`src/hdl/hrts_pkg.sv`:
```
// ----------------------------------------------------------------------------
// hrts_pkg
// Types and constants shared by the remaining-time scheduler modules.
// ----------------------------------------------------------------------------
package hrts_pkg;

    localparam logic [15:0] QUANTUM_RST = 16'd256;
    localparam logic [47:0] SUM_MAX     = 48'hFFFF_FFFF_FFFF;
    localparam logic [31:0] TIME_MAX    = 32'hFFFF_FFFF;

    typedef enum logic [1:0] {
        ST_ACCEPT = 2'd0,
        ST_FULL   = 2'd1,
        ST_RUN    = 2'd2,
        ST_NONE   = 2'd3
    } t_status;

    typedef enum logic {
        REQ_ARRIVE   = 1'b0,
        REQ_DISPATCH = 1'b1
    } t_req_kind;

    typedef struct packed {
        logic        req_type;
        logic [7:0]  proc_id;
        logic [31:0] arrival_time;
        logic [31:0] burst_length;
    } t_req;

    typedef struct packed {
        logic [1:0]  status;
        logic [7:0]  run_pid;
        logic [15:0] slice_length;
        logic [31:0] now_time;
        logic        finished;
        logic [47:0] wait_sum;
        logic [47:0] turnaround_sum;
    } t_rsp;

    // one ready-table entry as stored in RAM
    typedef struct packed {
        logic [7:0]  pid;
        logic [31:0] arrival;
        logic [31:0] remaining;
        logic [31:0] last_run;
    } t_entry;

    typedef enum logic {
        ALU_ADD = 1'b0,
        ALU_SUB = 1'b1
    } t_alu_op;

    typedef struct packed {
        t_alu_op     op;
        logic [47:0] a;
        logic [47:0] b;
    } t_alu_req;

endpackage

```
`src/hdl/hrts_ram.sv`:
```
// ----------------------------------------------------------------------------
// hrts_ram
// Generic single-write, single-read RAM with registered read data.
// ----------------------------------------------------------------------------
module hrts_ram #(
    parameter int WIDTH = 8,
    parameter int DEPTH = 16
) (
    input  logic                     i_clk,
    input  logic                     i_we,
    input  logic [$clog2(DEPTH)-1:0] i_waddr,
    input  logic [WIDTH-1:0]         i_wdata,
    input  logic [$clog2(DEPTH)-1:0] i_raddr,
    output logic [WIDTH-1:0]         o_rdata
);

    logic [WIDTH-1:0] r_mem [DEPTH];

    always_ff @(posedge i_clk) begin
        if (i_we) begin
            r_mem[i_waddr] <= i_wdata;
        end
        o_rdata <= r_mem[i_raddr];
    end

endmodule

```
`src/hdl/hrts_alu.sv`:
```
// ----------------------------------------------------------------------------
// hrts_alu
// Shared 48-bit add/subtract unit; bit 48 is carry out or borrow.
// ----------------------------------------------------------------------------
module hrts_alu
    import hrts_pkg::*;
(
    input  t_alu_req    i_req,
    output logic [48:0] o_res
);

    always_comb begin
        case (i_req.op)
            ALU_ADD: o_res = {1'b0, i_req.a} + {1'b0, i_req.b};
            ALU_SUB: o_res = {1'b0, i_req.a} - {1'b0, i_req.b};
            default: o_res = '0;
        endcase
    end

endmodule

```
`src/hdl/highest_remaining_time_scheduler_top.sv`:
```
// ----------------------------------------------------------------------------
// highest_remaining_time_scheduler_top
// Preemptive longest-remaining-time-first ready table with one shared adder.
// ----------------------------------------------------------------------------
// Usage: pulse start with a request beat while busy is low. An arrival
// examines the slots in turn, from slot zero, to find the lowest free slot.
// A dispatch reads every slot of the entry RAM once, one at a time through
// the single RAM read port, to find the entry with the most remaining time,
// then steps the shared adder through the time, wait, slice and turnaround
// updates; the turnaround steps are skipped when the entry does not finish,
// and an empty table ends the dispatch after the scan. Exactly one result
// beat follows each request, shown on o_rsp for a single cycle with o_strobe
// high; the receiver cannot stall it and must take it then. busy is already
// low in that cycle. Write the quantum only while idle.
// ----------------------------------------------------------------------------
module highest_remaining_time_scheduler_top
    import hrts_pkg::*;
#(
    parameter int MAX_PROCS = 16
) (
    input  logic        i_clk,
    input  logic        i_rst_n,
    input  logic        start,
    output logic        busy,
    input  t_req        i_req,
    output logic        o_strobe,
    output t_rsp        o_rsp,
    input  logic        i_cfg_we,
    input  logic [15:0] i_cfg_wdata
);

    localparam int IDX_W = $clog2(MAX_PROCS);
    localparam logic [IDX_W-1:0] LAST_IDX = IDX_W'(MAX_PROCS - 1);

    typedef enum logic [3:0] {
        S_IDLE,
        S_ARR,      // walk valid bits for the lowest free slot
        S_SCAN,     // issue RAM reads, compare previous read
        S_SCAN_END, // compare the last read
        S_JUMP,     // clock forward to arrival if behind
        S_WAIT_D,   // time waited since last run
        S_WAIT_A,   // accumulate wait
        S_SLICE,    // min(quantum, remaining)
        S_ADV,      // advance clock by slice
        S_REM,      // remaining -= slice
        S_TAT_D,    // turnaround if finished
        S_TAT_A,    // accumulate turnaround
        S_WB        // write entry back, emit result
    } t_state;

    t_state           r_state;
    t_req             r_req;
    logic [IDX_W-1:0] r_idx;
    logic             r_cmp_vld;
    logic [IDX_W-1:0] r_cmp_slot;
    logic             r_found;
    t_entry           r_best;
    logic [IDX_W-1:0] r_best_slot;
    logic [31:0]      r_cur;
    logic [47:0]      r_wait;
    logic [47:0]      r_tat;
    logic [47:0]      r_diff;
    logic [15:0]      r_slice;
    logic             r_fin;
    logic [15:0]      r_quantum;
    logic             r_valid [MAX_PROCS];

    // RAM port signals
    logic             n_we;
    logic [IDX_W-1:0] n_waddr;
    t_entry           n_wdata;
    t_entry           ram_q;

    t_alu_req         n_alu;
    logic [48:0]      alu_res;
    logic             borrow;
    logic             n_win;
    logic [15:0]      q_eff;
    logic [47:0]      n_diff;

    hrts_ram #(
        .WIDTH ($bits(t_entry)),
        .DEPTH (MAX_PROCS)
    ) u_ram (
        .i_clk   (i_clk),
        .i_we    (n_we),
        .i_waddr (n_waddr),
        .i_wdata (n_wdata),
        .i_raddr (r_idx),
        .o_rdata (ram_q)
    );

    hrts_alu u_alu (
        .i_req (n_alu),
        .o_res (alu_res)
    );

    assign busy   = (r_state != S_IDLE);
    assign borrow = alu_res[48];
    assign q_eff  = (r_quantum == 16'd0) ? 16'd1 : r_quantum;
    assign n_diff = borrow ? 48'd0 : alu_res[47:0];

    // candidate beats best when {remaining, ~pid} is strictly larger;
    // equal keys keep the earlier (lower) slot
    assign n_win = (r_state == S_SCAN || r_state == S_SCAN_END) && r_cmp_vld &&
                   r_valid[r_cmp_slot] && (!r_found || borrow);

    // shared adder operand select
    always_comb begin
        n_alu = '{op: ALU_ADD, a: 48'd0, b: 48'd0};
        case (r_state)
            S_SCAN, S_SCAN_END: begin
                n_alu.op = ALU_SUB;
                n_alu.a  = {8'd0, r_best.remaining, ~r_best.pid};
                n_alu.b  = {8'd0, ram_q.remaining, ~ram_q.pid};
            end
            S_JUMP: begin
                n_alu.op = ALU_SUB;
                n_alu.a  = {16'd0, r_cur};
                n_alu.b  = {16'd0, r_best.arrival};
            end
            S_WAIT_D: begin
                n_alu.op = ALU_SUB;
                n_alu.a  = {16'd0, r_cur};
                n_alu.b  = {16'd0, r_best.last_run};
            end
            S_WAIT_A: begin
                n_alu.a = r_wait;
                n_alu.b = r_diff;
            end
            S_SLICE: begin
                n_alu.op = ALU_SUB;
                n_alu.a  = {16'd0, r_best.remaining};
                n_alu.b  = {32'd0, q_eff};
            end
            S_ADV: begin
                n_alu.a = {16'd0, r_cur};
                n_alu.b = {32'd0, r_slice};
            end
            S_REM: begin
                n_alu.op = ALU_SUB;
                n_alu.a  = {16'd0, r_best.remaining};
                n_alu.b  = {32'd0, r_slice};
            end
            S_TAT_D: begin
                n_alu.op = ALU_SUB;
                n_alu.a  = {16'd0, r_cur};
                n_alu.b  = {16'd0, r_best.arrival};
            end
            S_TAT_A: begin
                n_alu.a = r_tat;
                n_alu.b = r_diff;
            end
            default: begin
                n_alu.op = ALU_ADD;
            end
        endcase
    end

    // RAM write: new arrival or dispatch write-back
    always_comb begin
        n_we    = 1'b0;
        n_waddr = r_idx;
        n_wdata = '{pid:       r_req.proc_id,
                    arrival:   r_req.arrival_time,
                    remaining: r_req.burst_length,
                    last_run:  r_req.arrival_time};
        case (r_state)
            S_ARR: begin
                n_we = !r_valid[r_idx];
            end
            S_WB: begin
                n_we             = 1'b1;
                n_waddr          = r_best_slot;
                n_wdata          = r_best;
                n_wdata.last_run = r_cur;
            end
            default: begin
                n_we = 1'b0;
            end
        endcase
    end

    always_ff @(posedge i_clk) begin
        if (!i_rst_n) begin
            r_state   <= S_IDLE;
            r_idx     <= '0;
            r_cmp_vld <= 1'b0;
            r_found   <= 1'b0;
            r_cur     <= '0;
            r_wait    <= '0;
            r_tat     <= '0;
            r_fin     <= 1'b0;
            r_quantum <= QUANTUM_RST;
            o_strobe  <= 1'b0;
            for (int i = 0; i < MAX_PROCS; i++) begin
                r_valid[i] <= 1'b0;
            end
        end else begin
            o_strobe <= 1'b0;
            if (i_cfg_we) begin
                r_quantum <= i_cfg_wdata;
            end
            case (r_state)
                S_IDLE: begin
                    if (start) begin
                        r_req     <= i_req;
                        r_idx     <= '0;
                        r_cmp_vld <= 1'b0;
                        r_found   <= 1'b0;
                        r_fin     <= 1'b0;
                        r_state   <= (i_req.req_type == REQ_DISPATCH) ? S_SCAN : S_ARR;
                    end
                end
                S_ARR: begin
                    if (!r_valid[r_idx]) begin
                        r_valid[r_idx] <= 1'b1;
                        o_strobe       <= 1'b1;
                        o_rsp          <= '{status: ST_ACCEPT, run_pid: 8'd0,
                                            slice_length: 16'd0, now_time: r_cur,
                                            finished: 1'b0, wait_sum: r_wait,
                                            turnaround_sum: r_tat};
                        r_state        <= S_IDLE;
                    end else if (r_idx == LAST_IDX) begin
                        o_strobe <= 1'b1;
                        o_rsp    <= '{status: ST_FULL, run_pid: 8'd0,
                                      slice_length: 16'd0, now_time: r_cur,
                                      finished: 1'b0, wait_sum: r_wait,
                                      turnaround_sum: r_tat};
                        r_state  <= S_IDLE;
                    end else begin
                        r_idx <= r_idx + 1'b1;
                    end
                end
                S_SCAN: begin
                    if (n_win) begin
                        r_best      <= ram_q;
                        r_best_slot <= r_cmp_slot;
                        r_found     <= 1'b1;
                    end
                    r_cmp_vld  <= 1'b1;
                    r_cmp_slot <= r_idx;
                    if (r_idx == LAST_IDX) begin
                        r_state <= S_SCAN_END;
                    end else begin
                        r_idx <= r_idx + 1'b1;
                    end
                end
                S_SCAN_END: begin
                    if (n_win) begin
                        r_best      <= ram_q;
                        r_best_slot <= r_cmp_slot;
                    end
                    if (r_found || n_win) begin
                        r_state <= S_JUMP;
                    end else begin
                        o_strobe <= 1'b1;
                        o_rsp    <= '{status: ST_NONE, run_pid: 8'd0,
                                      slice_length: 16'd0, now_time: r_cur,
                                      finished: 1'b0, wait_sum: r_wait,
                                      turnaround_sum: r_tat};
                        r_state  <= S_IDLE;
                    end
                end
                S_JUMP: begin
                    if (borrow) begin
                        r_cur <= r_best.arrival;
                    end
                    r_state <= S_WAIT_D;
                end
                S_WAIT_D: begin
                    r_diff  <= n_diff;
                    r_state <= S_WAIT_A;
                end
                S_WAIT_A: begin
                    r_wait  <= alu_res[48] ? SUM_MAX : alu_res[47:0];
                    r_state <= S_SLICE;
                end
                S_SLICE: begin
                    r_slice <= borrow ? r_best.remaining[15:0] : q_eff;
                    r_state <= S_ADV;
                end
                S_ADV: begin
                    r_cur   <= (|alu_res[48:32]) ? TIME_MAX : alu_res[31:0];
                    r_state <= S_REM;
                end
                S_REM: begin
                    r_best.remaining <= alu_res[31:0];
                    r_state          <= S_TAT_D;
                end
                S_TAT_D: begin
                    if (r_best.remaining == 32'd0) begin
                        r_fin   <= 1'b1;
                        r_diff  <= n_diff;
                        r_state <= S_TAT_A;
                    end else begin
                        r_state <= S_WB;
                    end
                end
                S_TAT_A: begin
                    r_tat   <= alu_res[48] ? SUM_MAX : alu_res[47:0];
                    r_state <= S_WB;
                end
                S_WB: begin
                    if (r_fin) begin
                        r_valid[r_best_slot] <= 1'b0;
                    end
                    o_strobe <= 1'b1;
                    o_rsp    <= '{status: ST_RUN, run_pid: r_best.pid,
                                  slice_length: r_slice, now_time: r_cur,
                                  finished: r_fin, wait_sum: r_wait,
                                  turnaround_sum: r_tat};
                    r_state  <= S_IDLE;
                end
                default: begin
                    r_state <= S_IDLE;
                end
            endcase
        end
    end

`ifndef SYNTHESIS
    // an accepted request always makes the sequencer busy in the following cycle
    a_accept_busy: assert property (@(posedge i_clk) disable iff (!i_rst_n)
        (start && !busy) |=> busy)
        else $error("request accepted but sequencer not busy");

    // result beat is only emitted on return to idle
    a_strobe_idle: assert property (@(posedge i_clk) disable iff (!i_rst_n)
        o_strobe |-> !busy)
        else $error("result beat while sequencer busy");

    // completion is only reported for a run slice
    a_fin_run: assert property (@(posedge i_clk) disable iff (!i_rst_n)
        (o_strobe && o_rsp.finished) |-> (o_rsp.status == ST_RUN))
        else $error("finished flag on a non-dispatch beat");

    // a slice never exceeds the effective quantum
    a_slice_max: assert property (@(posedge i_clk) disable iff (!i_rst_n)
        (o_strobe && o_rsp.status == ST_RUN) |-> (o_rsp.slice_length <= q_eff))
        else $error("slice longer than quantum");
`endif

endmodule

```
`config.mk`:
```
export PLATFORM = sky130hd
export DESIGN_NAME = highest_remaining_time_scheduler_top
export DESIGN_NICKNAME = d
export VERILOG_FILES = /design/src/hdl/hrts_pkg.sv /design/src/hdl/hrts_ram.sv /design/src/hdl/hrts_alu.sv /design/src/hdl/highest_remaining_time_scheduler_top.sv
export SDC_FILE = /design/constraint.sdc
export NUM_CORES = 2
export LEC_CHECK = 0
export BUFFER_PORTS_ARGS = -buffer_cell sky130_fd_sc_hd__buf_2
export CAP_MARGIN = 10
export CELL_PAD_IN_SITES_DETAIL_PLACEMENT = 0
export CELL_PAD_IN_SITES_GLOBAL_PLACEMENT = 2
export CORE_UTILIZATION = 43
export CTS_CLUSTER_SIZE = 25
export DETAILED_ROUTE_END_ITERATION = 16
export PLACE_DENSITY_LB_ADDON = 0.1
export RECOVER_POWER = 25
export SLEW_MARGIN = 10
export SYNTH_ARGS = -nofsm -noshare
export SYNTH_HDL_FRONTEND = slang
export SYNTH_SLANG_ARGS = --single-unit
```
`constraint.sdc`:
```
create_clock -name i_clk -period 7 [get_ports i_clk]
set_clock_uncertainty 0.2 [all_clocks]
set_input_delay 0.35 -clock i_clk [delete_from_list [all_inputs] [get_ports i_clk]]
set_output_delay 0.35 -clock i_clk [all_outputs]
set_load 0.02 [all_outputs]
```
==> qor.tcl <==
set qor(status) {complete, but fails checks}
set qor(failed_checks) {capacitance limit, slew limit}
set qor(avgViaCountPerCell) 5.950
set qor(r2r.worst_path.cells) 26
set qor(globalplace.congestion) 0.9120
set qor(final_min_period_over_clock_period_pct) 95.04
set qor(core_area_um2) 214800
set qor(setup_slack_ps) 347.5
set qor(critical_path.slowest_cell) {sky130_fd_sc_hd__a2111oi_2}
set qor(tritoncts_num_sinks) 2351
set qor(hold_violations) 0
set qor(synth_edf_count) 2067
set qor(clock_pin_slew_reported_for_the_worst_setup_and_hold_paths_after_clock_tree_synthesis_ps) 60
set qor(io_pins) 250
set qor(clk_latency_ps) 890
set qor(synth-compound-area-share_pct) 5.763
set qor(setup_violations) 0
set qor(layout_min_cycle_time_ps) 6653
set qor(worst-slew-pin-transition_ps) 3287
set qor(fin_util_pct) 51.24
set qor(die_area_um2) 218400
set qor(cp.depth) 26
set qor(static_leakage_nw) 35.80
set qor(yosys.area_share.simple_pct) 4.986
set qor(globalRouteOverflowTotal) 0
set qor(rsz_0062_raised_after_global_routing) {false}
set qor(ys_dominant_reg_cell) {sky130_fd_sc_hd__edfxtp_1}
set qor(routed_wl_mm) 299.3
set qor(placement_cell_area_um2) 99970
set qor(cts-buffers-inserted) 240
set qor(die_height_um) 467.4
set qor(synth_top_area_share_pct) 66.65
set qor(cp-end-kind) {flip-flop}
set qor(post-place-ws_ps) -207.8
set qor(number_of_global_route_vias_before_repair) 52460
set qor(reg2reg_setup_slack_ps) 350
set qor(cts_max_level) 4
set qor(async_flop_share_pct) 0
set qor(worst_ir_drop_vdd_mv) 0.2744
set qor(postSynthAreaPerCell_um2) 17.79
set qor(post_synthesis_sequential_area_ratio_pct) 72.76
set qor(cts.path.max_buffers) 3
set qor(critical_path.most_common_cell) {sky130_fd_sc_hd__buf_4}
set qor(relSlewSlack_pct) -119.2
set qor(die_w_um) 467.4
set qor(post_synth_design_cell_area_um2) 93120
set qor(timing.critical_path.buf_inv) 6
set qor(slew_viol_final) 613
set qor(global_route_wire_length_before_repair_mm) 414.6
set qor(yosys.cell_types.count) 96
set qor(first_iter_violations) 6117
set qor(antenna_violating_nets_post_route) 0
set qor(syn_nets) 5378
set qor(grt_max_degree) 138
set qor(critical-path-max-stage-delay_ps) 480
set qor(antenna_found_initial) 23
set qor(setup.worst_path.start_class) {flip-flop}
set qor(fmax_mhz) 150.3
set qor(nets) 6060
set qor(start_util_pct) 43.35
set qor(drc) 0
set qor(hpwl_mm) 196.5
set qor(total_power_mw) 31.79
set qor(min-delay-path-class) {flip-flop to flip-flop}
set qor(yosys.area_share.xor_xnor_pct) 0.8572
set qor(postSynthRegisterBits) 2351
set qor(post_synth_main_area_contributors) {sky130_fd_sc_hd__edfxtp_1 (67%), sky130_fd_sc_hd__mux4_2 (13%), sky130_fd_sc_hd__dfxtp_1 (6.1%)}
set qor(critPathMaxFanout) 16
set qor(dr.pass1.iters) 9
set qor(placement_rows) 170
set qor(cts_tree) {done}
set qor(critical_path_class) {flip-flop to flip-flop}
set qor(share_of_final_layout_standard_cells_stronger_than_drive_strength_1_pct) 22.85
set qor(synth_top_family_by_area) {multiplexers}
set qor(stdcell_area_um2) 110100
set qor(port-buffer-count) 249
set qor(synth_cells) 5234
set qor(drt-wirelength-per-cell_um) 33.35
set qor(cp.arrival_ps) 7120
set qor(muxShareOfSynthArea_pct) 13.34
set qor(vias) 53410
set qor(clock_tree.root_cell) {sky130_fd_sc_hd__clkbuf_16}
set qor(yosys_warnings) 0
set qor(min_delay_path_depth) 0
set qor(synth_fa_ha_area_share_pct) 0.6933
set qor(power_density_nw_per_um2) 288.8
set qor(max_cap_viol_count) 17
set qor(worst_ep_required_time_ps) 7470
set qor(cell_class_contributing_the_biggest_share_of_worst_path_delay) {simple AND/OR/NAND/NOR gates}
set qor(global_route.usage.total_pct) 27.30
set qor(syn_to_layout_area_delta_pct) 18.22
set qor(synth.largest_area_cell) {sky130_fd_sc_hd__edfxtp_1}
## metal layers
| metal | vias up | wire [um] | GRT usage (%) | part of all wire (%) |
|---|---|---|---|---|
| li1 | 22500 | - | - | - |
| met1 | 28500 | 129300 | 38.99 | 43 |
| met2 | 2041 | 139700 | 42.35 | 47 |
| met3 | 356 | 22510 | 6.004 | 7.5 |
| met4 | 8 | 7819 | 7.297 | 2.6 |
| met5 | - | 45 | 0 | 0.015 |
## registers in the layout, indices dropped and copies added (netlist names), 16 cells and up, named ones only
signal	flops
r_req	72
r_diff	48
r_slice	16
r_quantum	16
u_ram.o_rdata	104
r_tat	48
r_valid	16
r_best	104
r_wait	48
o_rsp	155
r_cur	32
u_ram.r_mem	1664
## report_power, final
part           switching, mW  internal [mW]
logic                   1.74           1.16
clock network           5.59           7.75
registers              0.147           15.4
total                   7.48           24.3
## worst register-to-register path, cell delays in order (launching register included)
cell                        delay, ps
sky130_fd_sc_hd__dfxtp_4          420
sky130_fd_sc_hd__buf_4            180
sky130_fd_sc_hd__buf_4            200
sky130_fd_sc_hd__nand2b_1         180
sky130_fd_sc_hd__nor2_1            70
sky130_fd_sc_hd__buf_4            200
sky130_fd_sc_hd__a22oi_1          230
sky130_fd_sc_hd__nand3_1          170
sky130_fd_sc_hd__a2111oi_2        480
sky130_fd_sc_hd__and4_4           360
sky130_fd_sc_hd__buf_4            160
sky130_fd_sc_hd__nand2_1           50
sky130_fd_sc_hd__o21ai_0          180
sky130_fd_sc_hd__xor2_1           130
sky130_fd_sc_hd__ha_2             420
sky130_fd_sc_hd__nand4_1          200
sky130_fd_sc_hd__or3_1            450
sky130_fd_sc_hd__o31a_1           330
sky130_fd_sc_hd__a311oi_2         300
sky130_fd_sc_hd__o311a_1          260
sky130_fd_sc_hd__o22ai_1          110
sky130_fd_sc_hd__xnor2_1          170
sky130_fd_sc_hd__nand3b_1         220
sky130_fd_sc_hd__nor4_4           340
sky130_fd_sc_hd__buf_12           180
sky130_fd_sc_hd__buf_12           170
sky130_fd_sc_hd__a41oi_1          130
## timing repair
action,in CTS,in global routing
endpoints found under the setup margin,32,137
gates cloned,0,1
hold buffers,183,0
buffers inserted,3,15
gates resized for setup,4,13
endpoints found under the hold margin,149,0
pin swaps,1,7
## stage by stage
stage / TNS (ps) / std cells / hold WS, ps
floorplan: -429990 / 5234 / 185.5
global placement: -353.7 / 8308 / 187.3
global route: 0 / 8971 / 205.9
detailed placement: -4590 / 8310 / 188.7
CTS: 0 / 8954 / 203.4
finish: 0 / 8977 / 198.6
## layout make-up
cell class	instances	area (um^2)
diodes	7	17.52
repair buffers	760	6120
multi-input cells	2521	24140
clock inverters	144	1815
inverters	42	157.7
flip-flops and latches	2351	67770
well taps	2838	3551
fillers	17690	104700
clock buffers	314	6515
## path summary, 6_finish.rpt
| check | startpoint | endpoint |
|---|---|---|
| setup reg to reg | r_state[0] | r_cur[25] |
| hold / removal | u_ram.o_rdata[74] | r_best[74] |
| hold reg to reg | u_ram.o_rdata[74] | r_best[74] |
| setup / recovery | r_state[0] | r_cur[25] |
## cells in the mapped netlist, types with 17 or more instances
library cell / count
sky130_fd_sc_hd__a21o_1: 23
sky130_fd_sc_hd__a21oi_1: 173
sky130_fd_sc_hd__a221o_1: 17
sky130_fd_sc_hd__a222oi_1: 36
sky130_fd_sc_hd__a22o_1: 17
sky130_fd_sc_hd__a22oi_1: 24
sky130_fd_sc_hd__a31oi_1: 85
sky130_fd_sc_hd__and2_1: 51
sky130_fd_sc_hd__and3_1: 40
sky130_fd_sc_hd__buf_1: 49
sky130_fd_sc_hd__buf_2: 38
sky130_fd_sc_hd__clkbuf_1: 217
sky130_fd_sc_hd__dfxtp_1: 284
sky130_fd_sc_hd__edfxtp_1: 2067
sky130_fd_sc_hd__ha_1: 50
sky130_fd_sc_hd__inv_1: 40
sky130_fd_sc_hd__mux2i_1: 42
sky130_fd_sc_hd__mux4_2: 530
sky130_fd_sc_hd__nand2_1: 490
sky130_fd_sc_hd__nand2b_1: 21
sky130_fd_sc_hd__nand3_1: 46
sky130_fd_sc_hd__nand3b_1: 26
sky130_fd_sc_hd__nand4_1: 28
sky130_fd_sc_hd__nor2_1: 200
sky130_fd_sc_hd__nor3_1: 20
sky130_fd_sc_hd__nor4_1: 19
sky130_fd_sc_hd__o211ai_1: 59
sky130_fd_sc_hd__o21ai_0: 186
sky130_fd_sc_hd__o2bb2ai_1: 45
sky130_fd_sc_hd__o31ai_1: 20
sky130_fd_sc_hd__xnor2_1: 48
sky130_fd_sc_hd__xor2_1: 40
## cell families after synthesis
family / count (synthesis)
AND/OR/NAND/NOR: 1005
buffers and inverters: 362
XOR/XNOR: 89
AO/OA/AOI/OAI: 798
adder cells (fa/ha/maj): 51
multiplexers: 578
flip-flops: 2351
## cells in the final DEF, fill, tap and decap left out, types with 48 or more instances in the layout
cell type | netlist | final
sky130_fd_sc_hd__clkinv_2 | 0 | 50
sky130_fd_sc_hd__and2_1 | 51 | 50
sky130_fd_sc_hd__dlygate4sd3_1 | 0 | 183
sky130_fd_sc_hd__a21oi_1 | 173 | 173
sky130_fd_sc_hd__edfxtp_1 | 2067 | 2067
sky130_fd_sc_hd__clkbuf_1 | 217 | 225
sky130_fd_sc_hd__buf_2 | 38 | 89
sky130_fd_sc_hd__a31oi_1 | 85 | 85
sky130_fd_sc_hd__mux4_2 | 530 | 530
sky130_fd_sc_hd__clkbuf_16 | 0 | 242
sky130_fd_sc_hd__dfxtp_1 | 284 | 280
sky130_fd_sc_hd__buf_12 | 0 | 64
sky130_fd_sc_hd__buf_4 | 10 | 240
sky130_fd_sc_hd__o21ai_0 | 186 | 185
sky130_fd_sc_hd__nand2_1 | 490 | 489
sky130_fd_sc_hd__ha_1 | 50 | 48
sky130_fd_sc_hd__nor2_1 | 200 | 183
sky130_fd_sc_hd__o211ai_1 | 59 | 59
Note: power is estimated with default switching activity, not from simulation.
